### config.mk
export PLATFORM = sky130hd
export DESIGN_NAME = anchored_event_scheduler
export DESIGN_NICKNAME = d
export VERILOG_FILES = /design/src/hw/rtl/aes_pkg.sv /design/src/hw/rtl/anchored_event_scheduler.sv /design/src/hw/rtl/aes_cell.sv
export SDC_FILE = /design/constraint.sdc
export NUM_CORES = 2
export LEC_CHECK = 0
export BUFFER_PORTS_ARGS = -buffer_cell sky130_fd_sc_hd__buf_2
export CORE_AREA = 2 2 382 384
export DETAILED_ROUTE_END_ITERATION = 7
export DIE_AREA = 0 0 384 386
export GPL_ROUTABILITY_DRIVEN = 0
export PLACE_DENSITY = 0.7
export SKIP_CTS_REPAIR_TIMING = 1
export SYNTH_ARGS = -nofsm -noshare
export SYNTH_HDL_FRONTEND = slang
export SYNTH_HIERARCHICAL = 1
export SYNTH_SLANG_ARGS = --single-unit
### constraint.sdc
create_clock -name aclk -period 19.7 [get_ports aclk]
set_input_delay 3.94 -clock aclk [delete_from_list [all_inputs] [get_ports aclk]]
set_output_delay 3.94 -clock aclk [all_outputs]
set_load 0.02 [all_outputs]
### src/hw/rtl/aes_pkg.sv
// aes_pkg: shared types, codes and constants of the anchored event scheduler
// used by aes_cell and anchored_event_scheduler, no dependencies
package aes_pkg;

    localparam int DEFAULT_SLOTS       = 8;
    localparam int MAX_RESULTS         = 8;
    localparam int CNT_W               = $clog2(MAX_RESULTS + 1);
    localparam int PIN_W               = 6;
    localparam int TID_W               = 8;
    localparam int WIDTH_W             = 32;
    localparam int TIME_W              = 64;
    localparam int SLOT_OUT_W          = 3;
    localparam logic [WIDTH_W-1:0] DEFAULT_PULSE_WIDTH = 32'd1000;

    localparam logic [1:0] REQ_TICK  = 2'd0;
    localparam logic [1:0] REQ_OBS   = 2'd1;
    localparam logic [1:0] REQ_ARM   = 2'd2;
    localparam logic [1:0] REQ_DRAIN = 2'd3;

    localparam logic [1:0] SLOT_FREE  = 2'd0;
    localparam logic [1:0] SLOT_ARMED = 2'd1;
    localparam logic [1:0] SLOT_FIRED = 2'd2;

    localparam logic [1:0] KIND_ARM   = 2'd0;
    localparam logic [1:0] KIND_PULSE = 2'd1;
    localparam logic [1:0] KIND_NOTE  = 2'd2;

    localparam logic [1:0] ARM_OK        = 2'd0;
    localparam logic [1:0] ARM_NO_ANCHOR = 2'd1;
    localparam logic [1:0] ARM_FULL      = 2'd2;

    typedef struct packed {
        logic             valid;
        logic [CNT_W-1:0] cnt;
        logic             found;
        logic             hit;
    } tok_t;

    typedef struct packed {
        logic [PIN_W-1:0]   pin;
        logic               pulse;
        logic [TID_W-1:0]   tid;
        logic [WIDTH_W-1:0] width;
        logic [TIME_W-1:0]  fire;
    } slot_data_t;

    typedef struct packed {
        logic [1:0]            kind;
        logic [1:0]            status;
        logic [SLOT_OUT_W-1:0] slot;
        logic [PIN_W-1:0]      pin;
        logic [WIDTH_W-1:0]    width;
        logic [TID_W-1:0]      tid;
        logic [TIME_W-1:0]     fire;
        logic                  last;
    } res_t;

endpackage

### src/hw/rtl/anchored_event_scheduler.sv
// anchored_event_scheduler: top level, request decode, time and anchor, result staging
// depends on aes_pkg and aes_cell
//
// One-shot event table with a microsecond time base. Each input beat is one request:
// a tick advances the counter and fires due slots, an observation begin latches the
// anchor, an arm takes the lowest free slot at anchor plus delay, and a drain reports
// and frees fired slots. Slots are a row of cells; a token walks the row one cell per
// cycle while the result channel does not stall it. At most eight results come from one
// beat and the final one carries m_last. The user must write the register through the
// cfg port only while the block is idle; the block itself does not enforce this.
module anchored_event_scheduler import aes_pkg::*; #(
    parameter int SLOTS = DEFAULT_SLOTS
) (
    input  logic                  aclk,
    input  logic                  aresetn,
    input  logic                  cfg_valid,
    output logic                  cfg_ready,
    input  logic [WIDTH_W-1:0]    cfg_data,
    input  logic                  s_valid,
    output logic                  s_ready,
    input  logic [1:0]            s_req_type,
    input  logic [PIN_W-1:0]      s_pulse_pin,
    input  logic                  s_has_pulse,
    input  logic [TID_W-1:0]      s_timer_id,
    input  logic [WIDTH_W-1:0]    s_pulse_width,
    input  logic [31:0]           s_delay_after_anchor,
    output logic                  m_valid,
    input  logic                  m_ready,
    output logic [1:0]            m_result_kind,
    output logic [1:0]            m_arm_status,
    output logic [SLOT_OUT_W-1:0] m_slot_index,
    output logic [PIN_W-1:0]      m_out_pin,
    output logic [WIDTH_W-1:0]    m_out_width,
    output logic [TID_W-1:0]      m_out_timer_id,
    output logic [TIME_W-1:0]     m_fire_time,
    output logic                  m_last
);

    localparam int IDX_W = (SLOTS > 1) ? $clog2(SLOTS) : 1;

    localparam logic [1:0] ST_IDLE  = 2'd0;
    localparam logic [1:0] ST_SCAN  = 2'd1;
    localparam logic [1:0] ST_FLUSH = 2'd2;

    logic [1:0]         state_reg, state_next;
    logic [TIME_W-1:0]  now_reg, now_next;
    logic               anchor_valid_reg, anchor_valid_next;
    logic [TIME_W-1:0]  anchor_reg, anchor_next;
    logic [WIDTH_W-1:0] dflt_width_reg, dflt_width_next;
    logic               launch_reg, launch_next;
    logic [1:0]         op_reg, op_next;
    slot_data_t         arm_reg, arm_next;
    logic               pend_valid_reg, pend_valid_next;
    res_t               pend_reg, pend_next;
    logic               m_valid_reg, m_valid_next;
    res_t               out_reg, out_next;

    tok_t               tok_vec [SLOTS];
    slot_data_t         data_vec [SLOTS];
    logic [SLOTS-1:0]   tok_valid_vec;
    tok_t               launch_tok;
    tok_t               tail;

    logic               in_acc;
    logic               out_free;
    logic               step;
    logic               tail_exit;
    logic               out_load;
    logic               hit;
    logic [IDX_W-1:0]   sel_idx;
    slot_data_t         sel_data;
    res_t               hit_res;

    assign launch_tok = '{valid: launch_reg, cnt: '0, found: 1'b0, hit: 1'b0};
    assign tail       = tok_vec[SLOTS-1];

    for (genvar i = 0; i < SLOTS; i++) begin : g_cell
        tok_t cell_in;
        if (i == 0) begin : g_head
            assign cell_in = launch_tok;
        end else begin : g_body
            assign cell_in = tok_vec[i-1];
        end
        aes_cell u_cell (
            .aclk     (aclk),
            .aresetn  (aresetn),
            .step     (step),
            .op       (op_reg),
            .now      (now_reg),
            .arm_in   (arm_reg),
            .tok_in   (cell_in),
            .tok_out  (tok_vec[i]),
            .data_out (data_vec[i])
        );
    end

    // pick the cell currently holding the token
    always_comb begin
        hit      = 1'b0;
        sel_idx  = '0;
        sel_data = '0;
        for (int i = 0; i < SLOTS; i++) begin
            tok_valid_vec[i] = tok_vec[i].valid;
            if (tok_vec[i].valid) begin
                hit      = tok_vec[i].hit;
                sel_idx  = IDX_W'(i);
                sel_data = data_vec[i];
            end
        end
    end

    always_comb begin
        hit_res      = '0;
        hit_res.slot = SLOT_OUT_W'(sel_idx);
        hit_res.fire = sel_data.fire;
        unique case (op_reg)
            REQ_TICK: begin
                hit_res.kind  = KIND_PULSE;
                hit_res.pin   = sel_data.pin;
                hit_res.width = sel_data.width;
                hit_res.tid   = sel_data.tid;
            end
            REQ_DRAIN: begin
                hit_res.kind = KIND_NOTE;
                hit_res.tid  = sel_data.tid;
            end
            default: begin
                hit_res.kind   = KIND_ARM;
                hit_res.status = ARM_OK;
            end
        endcase
    end

    assign cfg_ready = 1'b1;
    assign s_ready   = (state_reg == ST_IDLE);
    assign in_acc    = s_valid && s_ready;
    assign out_free  = !m_valid_reg || m_ready;
    assign step      = !(hit && pend_valid_reg && !out_free);
    assign tail_exit = (state_reg == ST_SCAN) && tail.valid && step;

    always_comb begin
        state_next        = state_reg;
        now_next          = now_reg;
        anchor_valid_next = anchor_valid_reg;
        anchor_next       = anchor_reg;
        dflt_width_next   = dflt_width_reg;
        launch_next       = launch_reg;
        op_next           = op_reg;
        arm_next          = arm_reg;
        pend_valid_next   = pend_valid_reg;
        pend_next         = pend_reg;
        out_load          = 1'b0;
        out_next          = out_reg;

        if (cfg_valid) begin
            dflt_width_next = cfg_data;
        end

        if (in_acc) begin
            op_next = s_req_type;
            unique case (s_req_type)
                REQ_TICK: begin
                    now_next    = now_reg + TIME_W'(1);
                    launch_next = 1'b1;
                    state_next  = ST_SCAN;
                end
                REQ_OBS: begin
                    anchor_valid_next = 1'b1;
                    anchor_next       = now_reg;
                end
                REQ_ARM: begin
                    if (!anchor_valid_reg) begin
                        pend_valid_next  = 1'b1;
                        pend_next        = '0;
                        pend_next.kind   = KIND_ARM;
                        pend_next.status = ARM_NO_ANCHOR;
                        state_next       = ST_FLUSH;
                    end else begin
                        arm_next.pin   = s_pulse_pin;
                        arm_next.pulse = s_has_pulse;
                        arm_next.tid   = s_timer_id;
                        arm_next.width = (s_pulse_width == '0) ? dflt_width_reg
                                                               : s_pulse_width;
                        arm_next.fire  = anchor_reg + {32'd0, s_delay_after_anchor};
                        launch_next    = 1'b1;
                        state_next     = ST_SCAN;
                    end
                end
                default: begin
                    launch_next = 1'b1;
                    state_next  = ST_SCAN;
                end
            endcase
        end

        if (launch_reg && step) begin
            launch_next = 1'b0;
        end

        // a result is held back until the next one shows whether it was the last
        if (hit && step) begin
            if (pend_valid_reg) begin
                out_load      = 1'b1;
                out_next      = pend_reg;
                out_next.last = 1'b0;
            end
            pend_valid_next = 1'b1;
            pend_next       = hit_res;
        end

        if (tail_exit) begin
            state_next = ST_FLUSH;
            if (op_reg == REQ_ARM && !tail.found) begin
                pend_valid_next  = 1'b1;
                pend_next        = '0;
                pend_next.kind   = KIND_ARM;
                pend_next.status = ARM_FULL;
            end
        end

        if (state_reg == ST_FLUSH) begin
            if (!pend_valid_reg) begin
                state_next = ST_IDLE;
            end else if (out_free) begin
                out_load        = 1'b1;
                out_next        = pend_reg;
                out_next.last   = 1'b1;
                pend_valid_next = 1'b0;
                state_next      = ST_IDLE;
            end
        end

        if (out_load) begin
            m_valid_next = 1'b1;
        end else if (m_ready) begin
            m_valid_next = 1'b0;
        end else begin
            m_valid_next = m_valid_reg;
        end
    end

    always_ff @(posedge aclk) begin
        if (!aresetn) begin
            state_reg        <= ST_IDLE;
            now_reg          <= '0;
            anchor_valid_reg <= 1'b0;
            anchor_reg       <= '0;
            dflt_width_reg   <= DEFAULT_PULSE_WIDTH;
            launch_reg       <= 1'b0;
            op_reg           <= REQ_TICK;
            pend_valid_reg   <= 1'b0;
            m_valid_reg      <= 1'b0;
        end else begin
            state_reg        <= state_next;
            now_reg          <= now_next;
            anchor_valid_reg <= anchor_valid_next;
            anchor_reg       <= anchor_next;
            dflt_width_reg   <= dflt_width_next;
            launch_reg       <= launch_next;
            op_reg           <= op_next;
            pend_valid_reg   <= pend_valid_next;
            m_valid_reg      <= m_valid_next;
        end
    end

    always_ff @(posedge aclk) begin
        arm_reg  <= arm_next;
        pend_reg <= pend_next;
        out_reg  <= out_next;
    end

    assign m_valid        = m_valid_reg;
    assign m_result_kind  = out_reg.kind;
    assign m_arm_status   = out_reg.status;
    assign m_slot_index   = out_reg.slot;
    assign m_out_pin      = out_reg.pin;
    assign m_out_width    = out_reg.width;
    assign m_out_timer_id = out_reg.tid;
    assign m_fire_time    = out_reg.fire;
    assign m_last         = out_reg.last;

    a_one_token: assert property (@(posedge aclk) disable iff (!aresetn)
        $onehot0({launch_reg, tok_valid_vec}))
        else $error("more than one token in the slot row");

    a_idle_empty: assert property (@(posedge aclk) disable iff (!aresetn)
        s_ready |-> (tok_valid_vec == '0 && !launch_reg && !pend_valid_reg))
        else $error("request beat taken while a scan or held result is in flight");

    a_no_overwrite: assert property (@(posedge aclk) disable iff (!aresetn)
        out_load |-> out_free)
        else $error("result register loaded while its beat is still waiting");

    a_last_ends_item: assert property (@(posedge aclk) disable iff (!aresetn)
        (out_load && out_next.last) |=> (state_reg == ST_IDLE))
        else $error("final result beat staged before the request finished");

endmodule

### src/hw/rtl/aes_cell.sv
// aes_cell: one slot of the event table, with its status, stored event and token stage
// depends on aes_pkg
module aes_cell import aes_pkg::*; (
    input  logic        aclk,
    input  logic        aresetn,
    input  logic        step,
    input  logic [1:0]  op,
    input  logic [TIME_W-1:0] now,
    input  slot_data_t  arm_in,
    input  tok_t        tok_in,
    output tok_t        tok_out,
    output slot_data_t  data_out
);

    logic [1:0] status_reg;
    logic [1:0] status_next;
    tok_t       tok_reg;
    tok_t       tok_next;
    slot_data_t data_reg;
    logic       claim;

    always_comb begin
        tok_next     = tok_in;
        tok_next.hit = 1'b0;
        status_next  = status_reg;
        claim        = 1'b0;
        if (tok_in.valid) begin
            unique case (op)
                REQ_TICK: begin
                    if (status_reg == SLOT_ARMED && data_reg.fire <= now
                        && tok_in.cnt < CNT_W'(MAX_RESULTS)) begin
                        status_next  = SLOT_FIRED;
                        tok_next.cnt = tok_in.cnt + CNT_W'(data_reg.pulse);
                        tok_next.hit = data_reg.pulse;
                    end
                end
                REQ_ARM: begin
                    if (status_reg == SLOT_FREE && !tok_in.found) begin
                        claim          = 1'b1;
                        status_next    = SLOT_ARMED;
                        tok_next.found = 1'b1;
                        tok_next.hit   = 1'b1;
                    end
                end
                REQ_DRAIN: begin
                    if (status_reg == SLOT_FIRED && tok_in.cnt < CNT_W'(MAX_RESULTS)) begin
                        status_next  = SLOT_FREE;
                        tok_next.cnt = tok_in.cnt + CNT_W'(1);
                        tok_next.hit = 1'b1;
                    end
                end
                default: begin
                end
            endcase
        end
    end

    always_ff @(posedge aclk) begin
        if (!aresetn) begin
            status_reg <= SLOT_FREE;
            tok_reg    <= '0;
        end else if (step) begin
            status_reg <= status_next;
            tok_reg    <= tok_next;
        end
    end

    always_ff @(posedge aclk) begin
        if (step && claim) begin
            data_reg <= arm_in;
        end
    end

    assign tok_out  = tok_reg;
    assign data_out = data_reg;

endmodule
; Word level (Yosys, flattened, before mapping)
; Cells that the tools add are included.
[totals]
reg_bits = 1471
inputBits = 118
word_cells = 461
[classes]
n_mux = 188
reduce_logical = 85
eq_ne = 47
bitwise_logic = 3
n_lt_le_gt_ge = 15
addsub = 14
[ops]
columns = cell, count
row1 = 118-bit two-way mux, 11
row2 = 111-bit two-way mux, 8
row3 = 64-bit less-or-equal comparator, 8
row4 = 2-bit two-way mux, 39
row5 = 1-bit two-way mux, 76
row6 = "64-bit by 1-bit adder with 64-bit output, second input constant", 1
row7 = 64-bit by 32-bit adder with 64-bit output, 1
row8 = 4-bit one-hot mux with 2 select lines, 7
row9 = 4-bit two-way mux, 12
row10 = "2-bit by 1-bit inequality test with 1-bit output, second input constant", 24
row11 = 2-bit one-hot mux with 3 select lines, 8
row12 = 6-bit AND reduction, 8
row13 = 1-bit logical AND, 45
row14 = 6-bit two-way mux, 7
row15 = 38-bit two-way mux, 1
row16 = 32-bit zero test, 1
row17 = 32-bit two-way mux, 1
row18 = "4-bit < comparator, second input constant", 7
row19 = 4-bit by 1-bit adder with 4-bit output, 6
row20 = "4-bit by 1-bit adder with 4-bit output, second input constant", 6
row21 = "2-bit equality test, second input constant", 12
row22 = 1-bit one-hot mux with 3 select lines, 8
row23 = 2-bit zero test, 11
row24 = "2-bit by 1-bit equality test with 1-bit output, second input constant", 10
row25 = 13 further kinds, 34

; Longest topological paths before layout
[depth]
ltp_word = 18
mapped_depth = 12
depth_no_buf = 10

; Cells and area by module
; Netlist, hierarchy kept.
[modules_own_cells]
columns = module, cells_each, n_inst, area_per_inst_um2
row1 = aes_cell at g_cell[1].u_cell ..., 444, 7, 5819.3
row2 = anchored_event_scheduler, 2827, 1, 26646.8
row3 = aes_cell at g_cell[0].u_cell, 447, 1, 5759.3

; Worst setup path before layout
; Ideal clock, no wire load.
[synth_path]
path_type = in2reg
from = input m_ready
to = register g_cell[1].u_cell.data_reg (netlist bit g_cell[1].u_cell/data_out[0]) (enable)
t_arrival_ns = 12.360
slack_ns = 6.623
stages = 6
setup_time_ns = 0.717
required_time_ns = 18.983
cell_sequence = nor2b_1 -> and2_1 -> nand3_1 -> clkbuf_1 -> nand2_1 -> nor3_1
[synth_between]
elab_chain_len = 5
[synth_rtl]
columns = item, line
row1 = start: declaration, anchored_event_scheduler.sv:28  ; input logic m_ready,
row2 = 1-bit logical OR, anchored_event_scheduler.sv:137  ; assign out_free = !m_valid_reg || m_ready;
row3 = 1-bit zero test, anchored_event_scheduler.sv:138  ; assign step = !(hit && pend_valid_reg && !out_free);
row4 = 1-bit logical AND, anchored_event_scheduler.sv:138
row5 = 1-bit zero test, anchored_event_scheduler.sv:138
row6 = named net step, anchored_event_scheduler.sv:66  ; logic step;
row7 = 1-bit logical AND, aes_cell.sv:69  ; if (step && claim) begin
row8 = end signal: assignment, aes_cell.sv:70  ; data_reg <= arm_in;
row9 = end: declaration, aes_cell.sv:19  ; slot_data_t data_reg;
; The timed path passes the listed nets, and every way through them passes these cells.
; A chain may end at the register's enable or synchronous reset.

; Worst setup path in the final report
[layout_path]
from = input m_ready
to = register g_cell[2].u_cell.data_reg (netlist bit g_cell[2].u_cell/data_out[38]) (enable)
[layout_between]
elab_chain_len = 5
[layout_rtl]
columns = item, line
row1 = 1-bit logical OR, anchored_event_scheduler.sv:137
row2 = 1-bit zero test, anchored_event_scheduler.sv:138
row3 = 1-bit logical AND, anchored_event_scheduler.sv:138
row4 = 1-bit zero test, anchored_event_scheduler.sv:138
row5 = named net step, anchored_event_scheduler.sv:66
row6 = 1-bit logical AND, aes_cell.sv:69
row7 = end signal: assignment, aes_cell.sv:70
row8 = end: declaration, aes_cell.sv:19
; The timed path passes the listed nets, and every way through them passes these cells.

==> flow_summary.ini <==
[pwr]
clkPwrFrac_pct = 45.6
powerDensity_mw_per_mm2 = 79.8
leakagePower_nw = 29.6
design_power_total_mw = 6.45
ir_worst_vdd_mv = 0.0962
p_seq_share_pct = 51.3
netSwitchingFraction_pct = 22.2
power_frac_comb_pct = 3.1
p_int_mw = 5.02
switchingPower_mw = 1.43

[placement]
dp.cells = 8268
dpl_worst_slack_ns = 12.11
port_buffers = 237
detailed_place_hpwl_um = 144000

[detailed_routing]
vias = 53200
wl_met2_um = 99400
ant_nets = 0
wl_um = 214000
drc = 0
routed.top_layer = met5
wl_met3_um = 19300
vias_per_cell = 6.22
m1WireLength_um = 85600
first_iter_violations = 5258
first_pass_iters = 6
wl_per_cell_um = 25.1

[timing]
period_minus_slack_ns = 6.90
hold_viol_final = 0
slew_violations = 0
setup_viol = 0
finalCritPeriodShare_pct = 35.0
tightest_slew_ns = 1.20
setup_tns_ns = 0
fin_ws_ns = 12.80
skew_ns = 0.0477
fmax_mhz = 145
grt_setup_unrepaired = false
slew-limit-headroom_pct = 20.0

[layout]
instances_no_fill = 8559
largest_reg_flops = 888
mostFrequentLayoutCell = edfxtp_1
layout.nets = 7235
final_layout_size_suffix_gt1_share_pct = 12.1
final_cell_mix = edfxtp_1 (999), inv_1 (620), ha_1 (610)
area_growth_pct = 11.6
nFillCells = 11900
fin_util_pct = 55.9

[global_routing]
track_usage_pct = 28.3
grt_max_degree = 88
first_global_vias = 51600
grt_antenna_before_repair = 8
grt_remaining_overflow = 0
grt_pass1_wl_um = 317000

[worst_setup_path]
r2r_slack_ns = 14.76
path_cells = buf_2, nor2b_1, and2_1, nand3_4, buf_4, nand2_1, nor3_2, buf_4, buf_4
reg2reg_from = g_cell[4].u_cell/tok_out[6]
cpMostUsedCell = buf_4
crit_path_start_kind = input port
crit_required_ns = 20.13
crit_arrival_ns = 7.33
cp_slowest_stage_delay_ns = 0.73
reg2reg_depth = 9
regToRegEndpoint = g_cell[2].u_cell/data_out[38]
critPathMaxFanout = 67
cp-end-kind = flop
crit_path_top_delay_cell = buf_4
path_class = in -> reg

[floorplanning]
fp-row-count = 140
die-area_mm2 = 0.148
fp.coreArea_mm2 = 0.145
fp.dieW_um = 384
boundaryPins = 239
initial_core_util_pct = 50.1
die_h_um = 386

[worst_hold_path]
hold_end = m_out_pin[2]
hold_class = reg -> reg
min_from = m_out_pin[2]
whs_path_depth = 1

[cts]
h-tree-depth = 4
cts_tree = done
cts_buffers = 153
clkSinkCount = 1467
cts-root-buf = clkbuf_16
clkLatencyLatePin_ns = 0.83
clk_pin_slew_ns = 0.06
clock_path_buffers = 3

[job]
maxCapViolCount = 0

[run_status]
status = complete, no violations

[synthesis]
synthCells = 6292
syn_area_mm2 = 0.0724
avgSynthCellArea_um2 = 11.5
yosys_warnings = 6
[power by group through the flow]
stage	Sequential (mW)	Clock, mW	Combinational, mW
6_report	3.31	2.94	0.200
5_1_grt	3.31	3.09	0.216
4_1_cts	3.31	2.97	0.197
3_5_place_dp	3.37	0	0.196
3_3_place_gp	3.37	0	0.192
2_1_floorplan	3.37	0	0.124
[per-layer routing]
| metal | vias up | track usage [%] |
|---|---|---|
| met4 | 14 | 12.7 |
| li1 | 24000 | - |
| met1 | 26300 | 37.0 |
| met2 | 2459 | 45.5 |
| met3 | 523 | 5.67 |
| met5 | - | 0 |
[how the worst max path moves through the flow]
stage	startpoint	slack [ns]	cells after the start	end
floorplan	m_ready	6.62	6	g_cell[1].u_cell/data_out[0]
finish	m_ready	12.80	9	g_cell[2].u_cell/data_out[38]
global placement	m_ready	12.21	9	g_cell[2].u_cell/data_out[36]
CTS	m_ready	12.96	9	g_cell[2].u_cell/data_out[64]
global route	m_ready	12.66	9	g_cell[2].u_cell/data_out[64]
detailed placement	m_ready	12.11	9	g_cell[2].u_cell/data_out[38]
[layout make-up]
cell class                      count  area [um^2]  share of cell area (%)
Antenna cell                        4         10.0                  0.0124
Clock buffer                      208         4240                    5.25
Clock inverter                     79          876                    1.08
Inverter                          622         2340                    2.89
Multi-Input combinational cell   3959        29900                    37.0
Sequential cell                  1467        39400                    48.7
Tap cell                         1917         2400                    2.97
Timing Repair Buffer              303         1690                    2.09
[worst max-delay path: cells and delay by family]
kind / cells / cell delay (ns)
buf+inv: 4 / 2.08
simple gates: 5 / 1.17
[per-stage QoR]
| step | hold slack, ns | cell area, um^2 |
|---|---|---|
| after detailed placement | 0.445 | 75700 |
| final | 0.453 | 80800 |
| after global routing | 0.481 | 80800 |
| after CTS | 0.460 | 80800 |
| after global placement | 0.441 | 75700 |
| after floorplan | 0.427 | 72500 |
(Power assumes the default switching activity.)
